===== src/sv/uer_pkg.sv =====
// Shared constants, types and the distance conversion for the echo ranger.
package uer_pkg;

    // Echo timer width and derived widths for the distance conversion
    localparam int unsigned COUNT_W   = 16;
    localparam int unsigned PROD_W    = COUNT_W + 6;
    localparam int unsigned DIV_SHIFT = PROD_W + 10;
    localparam int unsigned MUL_W     = 2 * PROD_W + 1;
    localparam int unsigned QUOT_W    = PROD_W - 9;

    localparam int unsigned MS_W   = 16;
    localparam int unsigned TICK_W = 8;
    localparam int unsigned DIST_W = 12;

    localparam logic [MS_W-1:0]   MS_MAX        = 16'hFFFF;
    localparam logic [MS_W-1:0]   MIN_INT_RST   = 16'd100;
    localparam logic [TICK_W-1:0] TRIG_TICK_RST = 8'd5;
    localparam int unsigned       DIST_MAX      = 4095;
    localparam int unsigned       SOUND_NUM     = 34;
    localparam int unsigned       SOUND_DEN     = 1000;

    // ceil(2^DIV_SHIFT / 1000): exact floor division for all PROD_W-bit dividends
    localparam longint unsigned DIV_RECIP =
        ((64'd1 << DIV_SHIFT) + SOUND_DEN - 1) / SOUND_DEN;

    // Configuration register indexes
    localparam logic CFG_MIN_INTERVAL = 1'b0;
    localparam logic CFG_TRIG_TICKS   = 1'b1;

    localparam int unsigned IN_TDATA_W  = 8;
    localparam int unsigned OUT_TDATA_W = 16;

    typedef struct packed {
        logic echo_level;
        logic ms_strobe;
        logic trigger_request;
    } t_in_item;

    typedef struct packed {
        logic              capture;
        logic [DIST_W-1:0] distance;
    } t_echo_res;

    typedef struct packed {
        logic trigger_level;
        logic ready_res;
    } t_trig_res;

    // distance = floor(34 * count / 1000), saturated to DIST_W bits
    function automatic logic [DIST_W-1:0] f_distance(input logic [COUNT_W-1:0] count);
        logic [PROD_W-1:0] prod_x;
        logic [MUL_W-1:0]  prod_q;
        logic [QUOT_W-1:0] quot;
        prod_x = PROD_W'(count) * PROD_W'(SOUND_NUM);
        prod_q = MUL_W'(prod_x) * MUL_W'(DIV_RECIP);
        quot   = prod_q[MUL_W-1:DIV_SHIFT];
        if (MUL_W'(quot) > MUL_W'(DIST_MAX)) begin
            return DIST_W'(DIST_MAX);
        end
        return DIST_W'(quot);
    endfunction

endpackage


===== src/sv/ultrasonic_echo_ranger.sv =====
// Top level of the ultrasonic echo ranger: stream stages, config registers, checks.
//
// One input transfer on the s_axis channel is one 2 us tick of the echo timer:
// echo pin level, millisecond strobe and trigger request. Each tick yields exactly
// one result transfer on m_axis: trigger pin level, last distance in cm, a strobe
// for a freshly captured distance, and the ready flag.
// A transfer is registered into an input stage; the tick is then evaluated against
// the ranging state and loaded into the result register, which offers it on m_axis.
// Throughput is one tick per cycle: the input stage drains whenever the result
// register is empty or being taken.
// When m_axis_tready is low the result register holds, the input stage holds its
// tick and s_axis_tready drops once both are full; no tick is lost or repeated,
// since ranging state advances only when a tick moves into the result register.
// Configuration writes (i_cfg_we, i_cfg_addr, i_cfg_wdata) are registered; the user
// must make them while the channel is idle, as the block does not enforce it: index 0
// is the minimum trigger interval in ms, index 1 the trigger pulse width in ticks.
// Synchronous reset empties both stages, restores the configuration defaults
// (100 ms, 5 ticks), sets ready and clears the timer, distance and pulse state.
module ultrasonic_echo_ranger
    import uer_pkg::*;
(
    input  logic                   i_clk,
    input  logic                   i_rst_n,
    input  logic                   i_cfg_we,
    input  logic                   i_cfg_addr,
    input  logic [MS_W-1:0]        i_cfg_wdata,
    input  logic                   s_axis_tvalid,
    output logic                   s_axis_tready,
    // [0] echo_level, [1] ms_strobe, [2] trigger_request, [7:3] zero
    input  logic [IN_TDATA_W-1:0]  s_axis_tdata,
    output logic                   m_axis_tvalid,
    input  logic                   m_axis_tready,
    // [0] trigger_level, [12:1] distance_cm, [13] distance_valid, [14] ready_res,
    // [15] zero
    output logic [OUT_TDATA_W-1:0] m_axis_tdata
);

    logic                   r_in_valid;
    t_in_item               r_in;
    logic                   r_out_valid;
    logic [OUT_TDATA_W-1:0] r_out_data;
    logic [MS_W-1:0]        r_min_interval;
    logic [TICK_W-1:0]      r_trig_ticks;
    logic                   w_adv;
    logic                   w_in_take;
    t_echo_res              w_echo;
    t_trig_res              w_trig;
    logic [OUT_TDATA_W-1:0] w_result;

    assign w_adv         = r_in_valid && (!r_out_valid || m_axis_tready);
    assign s_axis_tready = !r_in_valid || w_adv;
    assign w_in_take     = s_axis_tvalid && s_axis_tready;

    always_ff @(posedge i_clk) begin
        if (!i_rst_n) begin
            r_min_interval <= MIN_INT_RST;
            r_trig_ticks   <= TRIG_TICK_RST;
        end else if (i_cfg_we) begin
            case (i_cfg_addr)
                CFG_MIN_INTERVAL: r_min_interval <= i_cfg_wdata;
                CFG_TRIG_TICKS:   r_trig_ticks   <= i_cfg_wdata[TICK_W-1:0];
                default:          ;
            endcase
        end
    end

    always_ff @(posedge i_clk) begin
        if (!i_rst_n) begin
            r_in_valid <= 1'b0;
        end else if (w_in_take) begin
            r_in_valid <= 1'b1;
        end else if (w_adv) begin
            r_in_valid <= 1'b0;
        end
    end

    always_ff @(posedge i_clk) begin
        if (w_in_take) begin
            r_in.echo_level      <= s_axis_tdata[0];
            r_in.ms_strobe       <= s_axis_tdata[1];
            r_in.trigger_request <= s_axis_tdata[2];
        end
    end

    uer_echo_timer u_echo (
        .i_clk   (i_clk),
        .i_rst_n (i_rst_n),
        .i_adv   (w_adv),
        .i_echo  (r_in.echo_level),
        .o_res   (w_echo)
    );

    uer_trigger u_trig (
        .i_clk          (i_clk),
        .i_rst_n        (i_rst_n),
        .i_adv          (w_adv),
        .i_ms_strobe    (r_in.ms_strobe),
        .i_request      (r_in.trigger_request),
        .i_capture      (w_echo.capture),
        .i_min_interval (r_min_interval),
        .i_trig_ticks   (r_trig_ticks),
        .o_res          (w_trig)
    );

    assign w_result = {1'b0, w_trig.ready_res, w_echo.capture, w_echo.distance,
                       w_trig.trigger_level};

    always_ff @(posedge i_clk) begin
        if (!i_rst_n) begin
            r_out_valid <= 1'b0;
        end else if (w_adv) begin
            r_out_valid <= 1'b1;
        end else if (m_axis_tready) begin
            r_out_valid <= 1'b0;
        end
    end

    always_ff @(posedge i_clk) begin
        if (w_adv) begin
            r_out_data <= w_result;
        end
    end

    assign m_axis_tvalid = r_out_valid;
    assign m_axis_tdata  = r_out_data;

    // A captured distance always comes with ready set
    a_capture_ready: assert property (@(posedge i_clk) disable iff (!i_rst_n)
        (m_axis_tvalid && m_axis_tdata[13]) |-> m_axis_tdata[14])
        else $error("distance captured without ready");

    // Conversion never exceeds the range of the timer
    a_dist_range: assert property (@(posedge i_clk) disable iff (!i_rst_n)
        m_axis_tvalid |-> (m_axis_tdata[12:1] <= DIST_W'(f_distance('1))))
        else $error("distance out of range");

    // A tick held in the input stage stays there until the result side has room
    a_in_hold: assert property (@(posedge i_clk) disable iff (!i_rst_n)
        (r_in_valid && r_out_valid && !m_axis_tready) |=> r_in_valid)
        else $error("input stage dropped a tick");

    // Each result the stage loads came from a held tick
    a_out_src: assert property (@(posedge i_clk) disable iff (!i_rst_n)
        $rose(r_out_valid) |-> $past(r_in_valid))
        else $error("result appeared without a tick");

endmodule


===== src/sv/uer_echo_timer.sv =====
// Echo edge detection, echo pulse timer and distance capture.
module uer_echo_timer
    import uer_pkg::*;
(
    input  logic      i_clk,
    input  logic      i_rst_n,
    input  logic      i_adv,
    input  logic      i_echo,
    output t_echo_res o_res
);

    logic               r_echo_prev, n_echo_prev;
    logic               r_rise_seen, n_rise_seen;
    logic               r_running,   n_running;
    logic [COUNT_W-1:0] r_count,     n_count;
    logic [DIST_W-1:0]  r_dist,      n_dist;
    logic               w_capture;
    logic [COUNT_W-1:0] w_count_inc;

    always_comb begin
        w_count_inc = r_running ? r_count + COUNT_W'(1) : r_count;
        n_echo_prev = i_echo;
        n_rise_seen = r_rise_seen;
        n_running   = r_running;
        n_count     = w_count_inc;
        n_dist      = r_dist;
        w_capture   = 1'b0;
        if (i_echo && !r_echo_prev) begin
            // rising edge restarts the timer from zero
            n_count     = '0;
            n_rise_seen = 1'b1;
            n_running   = 1'b1;
        end else if (!i_echo && r_echo_prev) begin
            n_running = 1'b0;
            if (r_rise_seen) begin
                n_dist    = f_distance(w_count_inc);
                w_capture = 1'b1;
            end
            n_rise_seen = 1'b0;
        end
    end

    always_ff @(posedge i_clk) begin
        if (!i_rst_n) begin
            r_echo_prev <= 1'b0;
            r_rise_seen <= 1'b0;
            r_running   <= 1'b0;
            r_count     <= '0;
            r_dist      <= '0;
        end else if (i_adv) begin
            r_echo_prev <= n_echo_prev;
            r_rise_seen <= n_rise_seen;
            r_running   <= n_running;
            r_count     <= n_count;
            r_dist      <= n_dist;
        end
    end

    assign o_res.capture  = w_capture;
    assign o_res.distance = n_dist;

endmodule


===== src/sv/uer_trigger.sv =====
// Trigger admission, millisecond interval counter, pulse timer and ready flag.
module uer_trigger
    import uer_pkg::*;
(
    input  logic              i_clk,
    input  logic              i_rst_n,
    input  logic              i_adv,
    input  logic              i_ms_strobe,
    input  logic              i_request,
    input  logic              i_capture,
    input  logic [MS_W-1:0]   i_min_interval,
    input  logic [TICK_W-1:0] i_trig_ticks,
    output t_trig_res         o_res
);

    logic [MS_W-1:0]   r_ms,    n_ms;
    logic [TICK_W-1:0] r_pulse, n_pulse;
    logic              r_ready, n_ready;
    logic              w_accept;
    logic [TICK_W-1:0] w_pulse_now;
    logic              w_trig;

    always_comb begin
        w_accept = i_request && r_ready && (r_ms > i_min_interval);
        if (w_accept) begin
            n_ms = '0;
        end else if (i_ms_strobe && (r_ms != MS_MAX)) begin
            n_ms = r_ms + MS_W'(1);
        end else begin
            n_ms = r_ms;
        end
        w_pulse_now = w_accept ? i_trig_ticks : r_pulse;
        w_trig      = (w_pulse_now != '0);
        n_pulse     = w_trig ? w_pulse_now - TICK_W'(1) : '0;
        // capture wins over a trigger in the same tick
        n_ready     = i_capture ? 1'b1 : (w_accept ? 1'b0 : r_ready);
    end

    always_ff @(posedge i_clk) begin
        if (!i_rst_n) begin
            r_ms    <= '0;
            r_pulse <= '0;
            r_ready <= 1'b1;
        end else if (i_adv) begin
            r_ms    <= n_ms;
            r_pulse <= n_pulse;
            r_ready <= n_ready;
        end
    end

    assign o_res.trigger_level = w_trig;
    assign o_res.ready_res     = n_ready;

endmodule

===== config.mk =====
export PLATFORM = sky130hd
export DESIGN_NAME = ultrasonic_echo_ranger
export DESIGN_NICKNAME = d
export VERILOG_FILES = /design/src/sv/uer_pkg.sv /design/src/sv/ultrasonic_echo_ranger.sv /design/src/sv/uer_echo_timer.sv /design/src/sv/uer_trigger.sv
export SDC_FILE = /design/constraint.sdc
export NUM_CORES = 1
export LEC_CHECK = 0
export BUFFER_PORTS_ARGS = -buffer_cell sky130_fd_sc_hd__buf_2
export CAP_MARGIN = 0
export CORE_MARGIN = 2
export CORE_UTILIZATION = 52
export CTS_BUF_LIST = sky130_fd_sc_hd__clkbuf_16
export CTS_CLUSTER_DIAMETER = 100
export DETAILED_ROUTE_END_ITERATION = 7
export GPL_TIMING_DRIVEN = 0
export PLACE_DENSITY = 0.73
export SYNTH_ARGS = -nofsm -noshare
export SYNTH_HDL_FRONTEND = slang
export SYNTH_SLANG_ARGS = --single-unit

===== constraint.sdc =====
create_clock -name i_clk -period 8.4 [get_ports i_clk]
set_clock_uncertainty 0.1 [all_clocks]
set_input_delay 0.84 -clock i_clk [delete_from_list [all_inputs] [get_ports i_clk]]
set_output_delay 0.84 -clock i_clk [all_outputs]
set_load 0.05 [all_outputs]

Word level (Yosys, flattened, before mapping)
Cells that the tools add are included.
- add/sub/neg operators: 3
- $mul: 2
- magnitude comparators: 2
- equality and inequality tests: 1
- multiplexer cells: 26
- bitwise operators: 1
- reductions and logical operators: 22
- operators with widths (operator ; number):
    16-bit two-way mux ; 4
    12-bit two-way mux ; 5
    21-bit by 20-bit multiplier with 41-bit output, second input constant ; 1
    16-bit by 1-bit adder with 16-bit output, second input constant ; 2
    16-bit by 5-bit multiplier with 21-bit output, second input constant ; 1
    16-bit greater-than comparator ; 1
    8-bit two-way mux ; 2
    16-bit != test, second input constant ; 1
    1-bit two-way mux ; 15
    13-bit by 12-bit greater-than comparator with 1-bit output, second input constant ; 1
    2-bit AND reduction ; 4
    2-bit nonzero test ; 4
    8-bit nonzero test ; 1
    8-bit by 1-bit subtractor with 8-bit output, second input constant ; 1
    1-bit logical AND ; 7
    1-bit zero test ; 4
    1-bit logical OR ; 2
    1-bit NOT ; 1
- register bits: 99
- input port bits: 30
- output and inout port bits: 18
- logic and storage cells: 72

Logic depth before layout (Yosys ltp)
Gate-level depths: netlist of the first run.
- depth after elaboration: 13
- gate-level depth with buffers: 38
- gate-level depth less buffers: 35

Modules after synthesis
From an unflattened synthesis of the first run, not the netlist that was laid out.
- cells, all modules: 1371
- area, all modules: 12224.2 um2
- by module, submodules not included (module ; times used ; cells each ; area an instance (um2) ; sequential area each (um2)):
    uer_echo_timer ; 1 ; 987 ; 8584.5 ; 600.6
    uer_trigger ; 1 ; 250 ; 2015.7 ; 500.5
    ultrasonic_echo_ranger ; 1 ; 134 ; 1624.1 ; 1061.0

Least setup slack after synthesis of the first run
No wires, ideal clock.
- kind: reg-to-reg
- start: register u_echo.r_count[0]
- end: register r_out_data[8] (netlist: m_axis_tdata[8]), data pin
- library setup time: 0.274 ns
- data arrival time: 7.852 ns
- data required time: 8.026 ns
- slack: 0.174 ns
- stages on the path, launching flop included: 35
- buffers on the path: 0
- period minus slack after synthesis: 8.226 ns
- path through: dfxtp_1 > ha_1 > nand2_1 > nor2_4 > nand2_1 > xnor2_1 > ha_1 > inv_1 > fa_1 > nor2b_1 > o21a_1 > o21ai_1 > a21oi_1 > a21o_1 > a211oi_1 > nor3_2 > ha_1 > inv_1 > fa_1 > fa_1 > inv_1 > fa_1 > fa_1 > inv_1 > fa_1 > inv_1 > ha_1 > and4_1 > nand2_1 > or4_1 > a31oi_1 > o31a_1 > a21oi_1 > xor2_1 > a31oi_1
- cells in the longest elaborated chain, start to end: 13
- ends and longest elaborated chain (element ; line ; RTL):
    start: declaration ; uer_echo_timer.sv:15 ; logic [COUNT_W-1:0] r_count, n_count;
    start signal: assignment ; uer_echo_timer.sv:54 ; r_count <= n_count;
    16-bit by 1-bit adder with 16-bit output ; uer_echo_timer.sv:21 ; w_count_inc = r_running ? r_count + COUNT_W'(1) : r_count;
    16-bit two-way mux * ; uer_echo_timer.sv:21 ;
    16-bit by 5-bit multiplier with 21-bit output * ; uer_pkg.sv:54 ; prod_x = PROD_W'(count) * PROD_W'(SOUND_NUM);
    21-bit by 20-bit multiplier with 41-bit output * ; uer_pkg.sv:55 ; prod_q = MUL_W'(prod_x) * MUL_W'(DIV_RECIP);
    13-bit by 12-bit greater-than comparator with 1-bit output ; uer_pkg.sv:57 ; if (MUL_W'(quot) > MUL_W'(DIST_MAX)) begin
    1-bit two-way mux ; uer_pkg.sv:57 ;
    1-bit two-way mux ; uer_echo_timer.sv:35 ; if (r_rise_seen) begin
    1-bit two-way mux ; uer_echo_timer.sv:33 ; end else if (!i_echo && r_echo_prev) begin
    1-bit two-way mux ; uer_echo_timer.sv:28 ; if (i_echo && !r_echo_prev) begin
    12-bit two-way mux * ; uer_pkg.sv:60 ; return DIST_W'(quot);
    12-bit two-way mux * ; uer_echo_timer.sv:35 ;
    12-bit two-way mux * ; uer_echo_timer.sv:33 ;
    12-bit two-way mux * ; uer_echo_timer.sv:28 ;
    net u_echo.n_dist[7] ; uer_echo_timer.sv:16 ; logic [DIST_W-1:0] r_dist, n_dist;
    end signal: assignment ; ultrasonic_echo_ranger.sv:120 ; r_out_data <= w_result;
    end: declaration ; ultrasonic_echo_ranger.sv:41 ; logic [OUT_TDATA_W-1:0] r_out_data;
Mark *: on every way through the listed nets, which the timed path passes. The rest lies on a longest branch. The select of a mux whose other input is x is not followed.
A chain may end at the register's enable or synchronous reset.

Final worst setup path of the first run
- start: register u_echo.r_count[1]
- end: register r_out_data[8] (netlist: m_axis_tdata[8]), data pin
The elaborated chain is that of the path after synthesis.

==> results by group, run 1 <==
Logic synthesis
  – Post-synth EDFFs: 18
  – Synth area leader: ha_1
  – Synth top area share: between 20% and 30%
  – Yosys reg bits: 99
  – Ys flop type: dfxtp_1
  – Syn_area_per_cell: a little under 9 um^2
  – Syn. warnings: 0
  – Cell Area, Synth: 11,600 um^2
  – Top-count cell post-synth: inv_1
  – Post-synth top cells: inv_1 (225), ha_1 (214), nand2_1 (102)
  – Area contributors post-synth: ha_1 (23%), fa_1 (16%), dfxtp_1 (14%), inv_1 (7.3%), edfxtp_1 (4.7%)
  – Syn nets: 1,650
  – Register area share after synthesis: 18.7%
  – Synth unique cells: 78
  – Mapped Cells: 1,314
  – Post-synth ARST share: 0%

Critical path
  – Worst setup path endpoint: m_axis_tdata[8]
  – Critical Path Start Type: register
  – Crit Reg-Reg Endpoint: m_axis_tdata[8]
  – Max FO, Critical Path: 6
  – Crit Path Class: register to register
  – CP arrival: 8.53 ns
  – Worst path slowest cell: or4_4
  – Crit path launch: u_echo.r_count[1]
  – CP most frequent cell: fa_1
  – Critical R2R Launch: u_echo.r_count[1]
  – CP peak stage delay: 0.55 ns
  – Crit path capture type: register
  – Cells on worst reg2reg path: 34
  – Flop2flop setup slack: -0.16 ns
  – Critical Path RT: about 8.4 ns

Detailed routing
  – DR vias/cell: 5.76
  – Routed Antenna Nets: 0
  – Remaining DRCs: 0
  – Drt first-iter violations: around 680
  – Post-DR wirelength/cell: 18.7 um
  – TritonRoute pass-1 iters: 7
  – Vias after detailed routing: 9,932
  – Routed WL: around 32,000 um

Clock tree
  – Clock buffer depth: 2
  – Worst-path clk slew: 0.07 ns
  – Clock Sinks: 99
  – CTS tree: yes
  – H-Tree Level Count: 3
  – Number of CTS-inserted buffers: 9
  – Clock root buffer: clkbuf_16
  – Worst-skew pair later-pin latency: 0.35 ns

Die
  – Die outline height: 153 um
  – IO Pins: 48
  – Core ar.: 21,800 um^2
  – Die X: 153 um
  – Row count: 54
  – Initial core utilization: 53.1%
  – DIE AREA: between 20,000 and 25,000 um^2

Placed design
  – Placer Congestion: 0.904
  – DP HPWL: 21,700 um
  – Area after DPL: 12,100 um^2
  – PortBufs: 41

Global routing
  – First-pass GRT wire length: between 40,000 and 50,000 um
  – GR Util All Layers: 24.4%
  – Initial antenna violation count: 0
  – GR Overflow Total: 0
  – Largest net degree at the start of global routing: 25
  – Number of global-route vias before repair: ~9,400

Pwr
  – Max IR drop VDD: 0.000133 V
  – Pleak: around 0.007 uW
  – Total power: 1070 uW
  – Pwr/cell area: 75.3 nW/um^2

Cells and area
  – Layout cells sized above 1: 20.9%
  – Cell area after layout: 14,300 um^2
  – Number of antenna diodes: 0
  – Layout Nets: 1,776
  – Area Overhead vs Synth: 23.2%

Timing
  – # setup viols final: 11
  – Min setup slack post-route: -0.157 ns
  – RSZ-0062 raised after global routing: true
  – Final period util: 102%
  – Min Hold Slack: 0.361 ns
  – Worst slew margin: 10.3%
  – Final min period: 8.56 ns
  – Fmax: 117 MHz
  – Final hold viol count: 0
  – Slew @ Worst Pin: 1.35 ns
  – Max Slew Vio Count: 0

Flow run
  – Max cap viols: 0

Status
  – Status: complete, but fails checks
  – Failing checks: negative setup slack

Worst hold path
  – Hold WC Path Type: register to register
## report_power, final
part           switching [uW]  internal, uW  total, uW
sequential               12.7           499        512
combinational             107          55.4        163
clock                     183           216        399
total                     303           771       1070
## kinds of logic (layout without fill, tap and decap cells)
group	Yosys count	after routing	share of synthesized area (%)
DFF	99	99	18.7
buffers and inverters	260	391	8.67
and+or+nand+nor	326	326	13.9
xor gates and xnor gates	64	64	5.39
other	1	1	0.0324
adders and majority gates	307	307	39.1
muxes	10	10	0.875
AOI/OAI and AO/OA	247	247	13.3
## cells in the final DEF (no fill, tap or decap), types with 6 or more instances in the layout
| master | synthesis | layout |
|---|---|---|
| a21o_1 | 15 | 15 |
| a21oi_1 | 99 | 87 |
| a21oi_2 | 1 | 9 |
| a22oi_1 | 10 | 10 |
| a31oi_1 | 21 | 18 |
| and2_1 | 6 | 6 |
| and3_4 | 1 | 7 |
| buf_2 | 7 | 43 |
| buf_4 | 3 | 70 |
| buf_6 | 1 | 9 |
| clkbuf_1 | 18 | 18 |
| clkbuf_16 | 0 | 10 |
| dfxtp_1 | 81 | 72 |
| edfxtp_1 | 18 | 18 |
| fa_1 | 92 | 91 |
| ha_1 | 214 | 180 |
| ha_4 | 0 | 29 |
| inv_1 | 225 | 217 |
| inv_2 | 0 | 10 |
| mux2i_1 | 9 | 9 |
| nand2_1 | 102 | 99 |
| nand2b_1 | 9 | 9 |
| nand3_1 | 21 | 17 |
| nand4_1 | 15 | 15 |
| nor2_1 | 85 | 83 |
| nor2b_1 | 11 | 10 |
| nor3_1 | 16 | 14 |
| o211ai_1 | 11 | 11 |
| o21ai_0 | 44 | 41 |
| or3_1 | 8 | 8 |
| xnor2_1 | 49 | 26 |
| xnor2_2 | 1 | 13 |
| xnor2_4 | 2 | 13 |
| xor2_4 | 1 | 6 |
## worst max-delay path: cells and delay by family, from the launching register on
family | cells | cell delay (ns)
AND/OR/NAND/NOR | 7 | 1.65
AO/OA/AOI/OAI | 9 | 1.69
XOR/XNOR | 4 | 0.73
buffers and inverters | 6 | 0.59
flip-flops | 1 | 0.40
adder cells (fa/ha/maj) | 8 | 3.11
## flip-flops by register name, indices dropped and copies added (netlist names)
name                cells
r_min_interval         16
u_echo.r_count         16
r_in                    3
u_trig.r_ready          1
u_trig.r_ms            16
r_in_valid              1
u_echo.r_echo_prev      1
u_echo.r_dist          12
m_axis_tdata           15
r_trig_ticks            8
m_axis_tvalid           1
u_trig.r_pulse          8
u_echo.r_rise_seen      1
## how the worst min path moves through the flow
stage,from,slack (ns),end,cells after the start
4_1_cts,r_min_interval[14],0.36,r_min_interval[14],2
2_1_floorplan,r_min_interval[10],0.34,r_min_interval[10],2
6_report,r_min_interval[10],0.36,r_min_interval[10],2
3_5_place_dp,r_min_interval[14],0.35,r_min_interval[14],2
5_1_grt,r_min_interval[14],0.39,r_min_interval[14],2
3_3_place_gp,r_min_interval[10],0.34,r_min_interval[10],2
## layout make-up
class	instances	area (um^2)
well taps	280	350
repair buffers	115	808
clock buffers	10	250
multi-input cells	955	9610
inverters	226	852
fillers	1640	7560
plain buffers	34	179
clock inverters	6	31.3
flip-flops and latches	99	2190
## through the flow
stage	setup slack, ns	std cells	util, %	TNS, ns
after floorplan	0.174	1314	-	0
after global placement	-1.25	1635	55.6	-24.38
after detailed placement	-1.33	1635	55.6	-26.72
after CTS	0.00458	1675	60.6	0
after global routing	-0.317	1725	65.4	-5.13
final	-0.157	1725	65.4	-0.768
## routing by layer
| layer | up-vias | wire (um) | GRT usage, % |
|---|---|---|---|
| met5 | - | 0 | 0 |
| met4 | 0 | 1280 | 7.76 |
| met3 | 100 | 1570 | 2.64 |
| met2 | 331 | 16000 | 42.2 |
| met1 | 4813 | 13400 | 32.1 |
| li1 | 4688 | - | - |
## repair_timing
item,4_1_cts,5_1_grt
buffers inserted,23,50
resized for setup,100,109
pin swaps,21,74
setup endpoints to repair,24,24
hold buffers,0,0
gates cloned,1,0
Power figures use the tool's default switching activity.
==> run 2, diff against run 1 <==
PLACE_DENSITY = 0.81   (was 0.73)
==> results by group, run 2 (synthesized netlist as in run 1, its figures left out) <==
Die
  – Die X: 153 um (unchanged)
  – Die outline height: 153 um (unchanged)
  – Row count: 54 (unchanged)
  – DIE AREA: 23,500 um^2 (unchanged)
  – Core ar.: 21,800 um^2 (unchanged)
  – IO Pins: 48 (unchanged)
  – Initial core utilization: 53.1% (unchanged)

Critical path
  – CP most frequent cell: ha_1
  – Max FO, Critical Path: 7 (+1)
  – CP arrival: 8.87 ns (+0.34 ns)
  – Critical Path RT: 8.36 ns (about the same)
  – Critical Path Start Type: register
  – Crit Path Class: register to register
  – Worst path slowest cell: fa_1
  – CP peak stage delay: 0.57 ns (+0.02 ns)
  – Crit path capture type: register

Clock tree
  – Clock Sinks: 99 (unchanged)
  – CTS tree: yes
  – Worst-path clk slew: 0.08 ns (about the same)
  – Clock root buffer: clkbuf_16
  – Cts hold-fix bufs: 0 (unchanged)
  – Worst-skew pair later-pin latency: 0.36 ns (about the same)
  – Clock buffer depth: 2 (unchanged)
  – Number of CTS-inserted buffers: 9 (unchanged)
  – H-Tree Level Count: 3 (unchanged)

Status
  – Failing checks: negative setup slack
  – Status: complete, but fails checks

Detailed routing
  – Drt first-iter violations: 1,158 (+69%)
  – Routed Antenna Nets: 0 (unchanged)
  – DR vias/cell: 6.33 (+10%)
  – Post-DR wirelength/cell: 21.8 um (+17%)
  – Routed WL: 38,200 um (+19%)
  – Vias after detailed routing: 11,100 (+12%)
  – TritonRoute pass-1 iters: 6 (-1)
  – Remaining DRCs: 0 (unchanged)

Pwr
  – Max IR drop VDD: 0.000106 V (-20%)
  – Total power: 1100 uW (+2.1%)
  – Pwr/cell area: 74.7 nW/um^2 (-0.74%)
  – Pleak: 0.00706 uW (+0.70%)

Cells and area
  – Util after Layout: 67.2% (+1.8 points)
  – Layout cells sized above 1: 23.9% (+3.0 points)
  – Most frequent cells in the layout: inv_1 (211), ha_1 (165), nand2_1 (98)
  – Area Overhead vs Synth: 26.6%
  – Layout Nets: 1,801 (+1.4%)
  – Commonest non-fill, non-tap cell in the layout: inv_1
  – Largest regs: r_min_interval (16), u_echo.r_count (16), u_trig.r_ms (16)
  – Number of antenna diodes: 0 (unchanged)

Timing
  – Fmax: 112 MHz (-4.0%)
  – # setup viols final: 24 (+13)
  – Worst slew margin: 8.78% (-1.5 points)
  – Final hold viol count: 0 (unchanged)
  – Final min period: 8.91 ns (+0.358 ns)
  – Min setup slack post-route: -0.514 ns (-0.358 ns)
  – Setup TNS Final: -6.48 ns (-5.72 ns)
  – RSZ-0062 raised after global routing: true
  – Max Slew Vio Count: 0 (unchanged)
  – Final period util: 106% (+4.3 points)
  – Slew @ Worst Pin: 1.37 ns (+0.0221 ns)

Placed design
  – DP HPWL: 22,000 um (+1.5%)
  – Placer Congestion: 0.928 (+2.8%)
  – PortBufs: 41 (unchanged)

Flow run
  – Max cap viols: 0 (unchanged)

Global routing
  – First-pass GRT wire length: 49,100 um (+5.3%)
  – GR Overflow Total: 0 (unchanged)
  – Largest net degree at the start of global routing: 25 (unchanged)
  – GR Util All Layers: 25.8% (+1.4 points)
  – Initial antenna violation count: 0 (unchanged)
  – Number of global-route vias before repair: 10,200 (+7.6%)

Worst hold path
  – Hold WC Path Type: register to register
[run 2: changes by cell type in the layout (fill, tap and decap cells not counted), sizes merged]
cell           change
buf               +27
clkbuf             -2
clkdlybuf4s15      -1
clkinv             +1
[run 2: final cells by class]
| cell class | instances | area (um^2) |
|---|---|---|
| multi-input cells | 955 | 9770 |
| clock inverters | 7 | 51.3 |
| well taps | 280 | 350 |
| plain buffers | 34 | 190 |
| flip-flops and latches | 99 | 2190 |
| fillers | 1411 | 7160 |
| inverters | 226 | 857 |
| clock buffers | 9 | 225 |
| repair buffers | 140 | 1020 |
[run 2: what timing repair did]
| action | in CTS | in global routing |
|---|---|---|
| buffers inserted | 34 | 63 |
| gates resized for setup | 114 | 129 |
| setup endpoints to repair | 24 | 24 |
| hold endpoints to repair | 0 | 0 |
| pin swaps | 32 | 90 |
| cloned | 0 | 2 |
[run 2: path summary, 6_finish.rpt]
check                                        start                 end  slack [ns]  cells after the start
worst max register to register   u_echo.r_count[9]     m_axis_tdata[8]       -0.51                     35
worst min register to register  r_min_interval[11]  r_min_interval[11]        0.36                      2
worst min-delay path            r_min_interval[11]  r_min_interval[11]        0.36                      2
worst max-delay path             u_echo.r_count[9]     m_axis_tdata[8]       -0.51                     35
[run 2: power by group]
part | switching, uW | internal (uW)
Clock | 204 | 204
Sequential | 14.2 | 499
Combinational | 118 | 56.8
[run 2: critical path: cells and delay by family (launching register included)]
kind | cells | cell delay (ns)
xor gates and xnor gates | 4 | 0.92
and+or+nand+nor | 6 | 1.17
adders and majority gates | 10 | 3.47
buffers and inverters | 7 | 0.78
AOI/OAI and AO/OA | 8 | 1.80
DFF | 1 | 0.35
[run 2: metal layers]
metal | share of wire (%) | GRT usage [%] | up-vias
met3 | 9.2 | 4.20 | 274
met5 | 0 | 0 | -
met1 | 36 | 32.0 | 5266
met2 | 48 | 44.8 | 791
met4 | 7.2 | 10.2 | 0
li1 | - | - | 4751
[run 2: metrics by stage]
stage          hold slack, ns  worst slack, ns  area (um^2)  std cells
2_1_floorplan           0.336            0.174        11600       1314
3_3_place_gp            0.344            -1.14        12100       1635
3_5_place_dp            0.352            -1.30        12100       1635
4_1_cts                 0.362         -0.00971        13400       1685
5_1_grt                 0.390           -0.629        14700       1750
6_report                0.360           -0.514        14700       1750
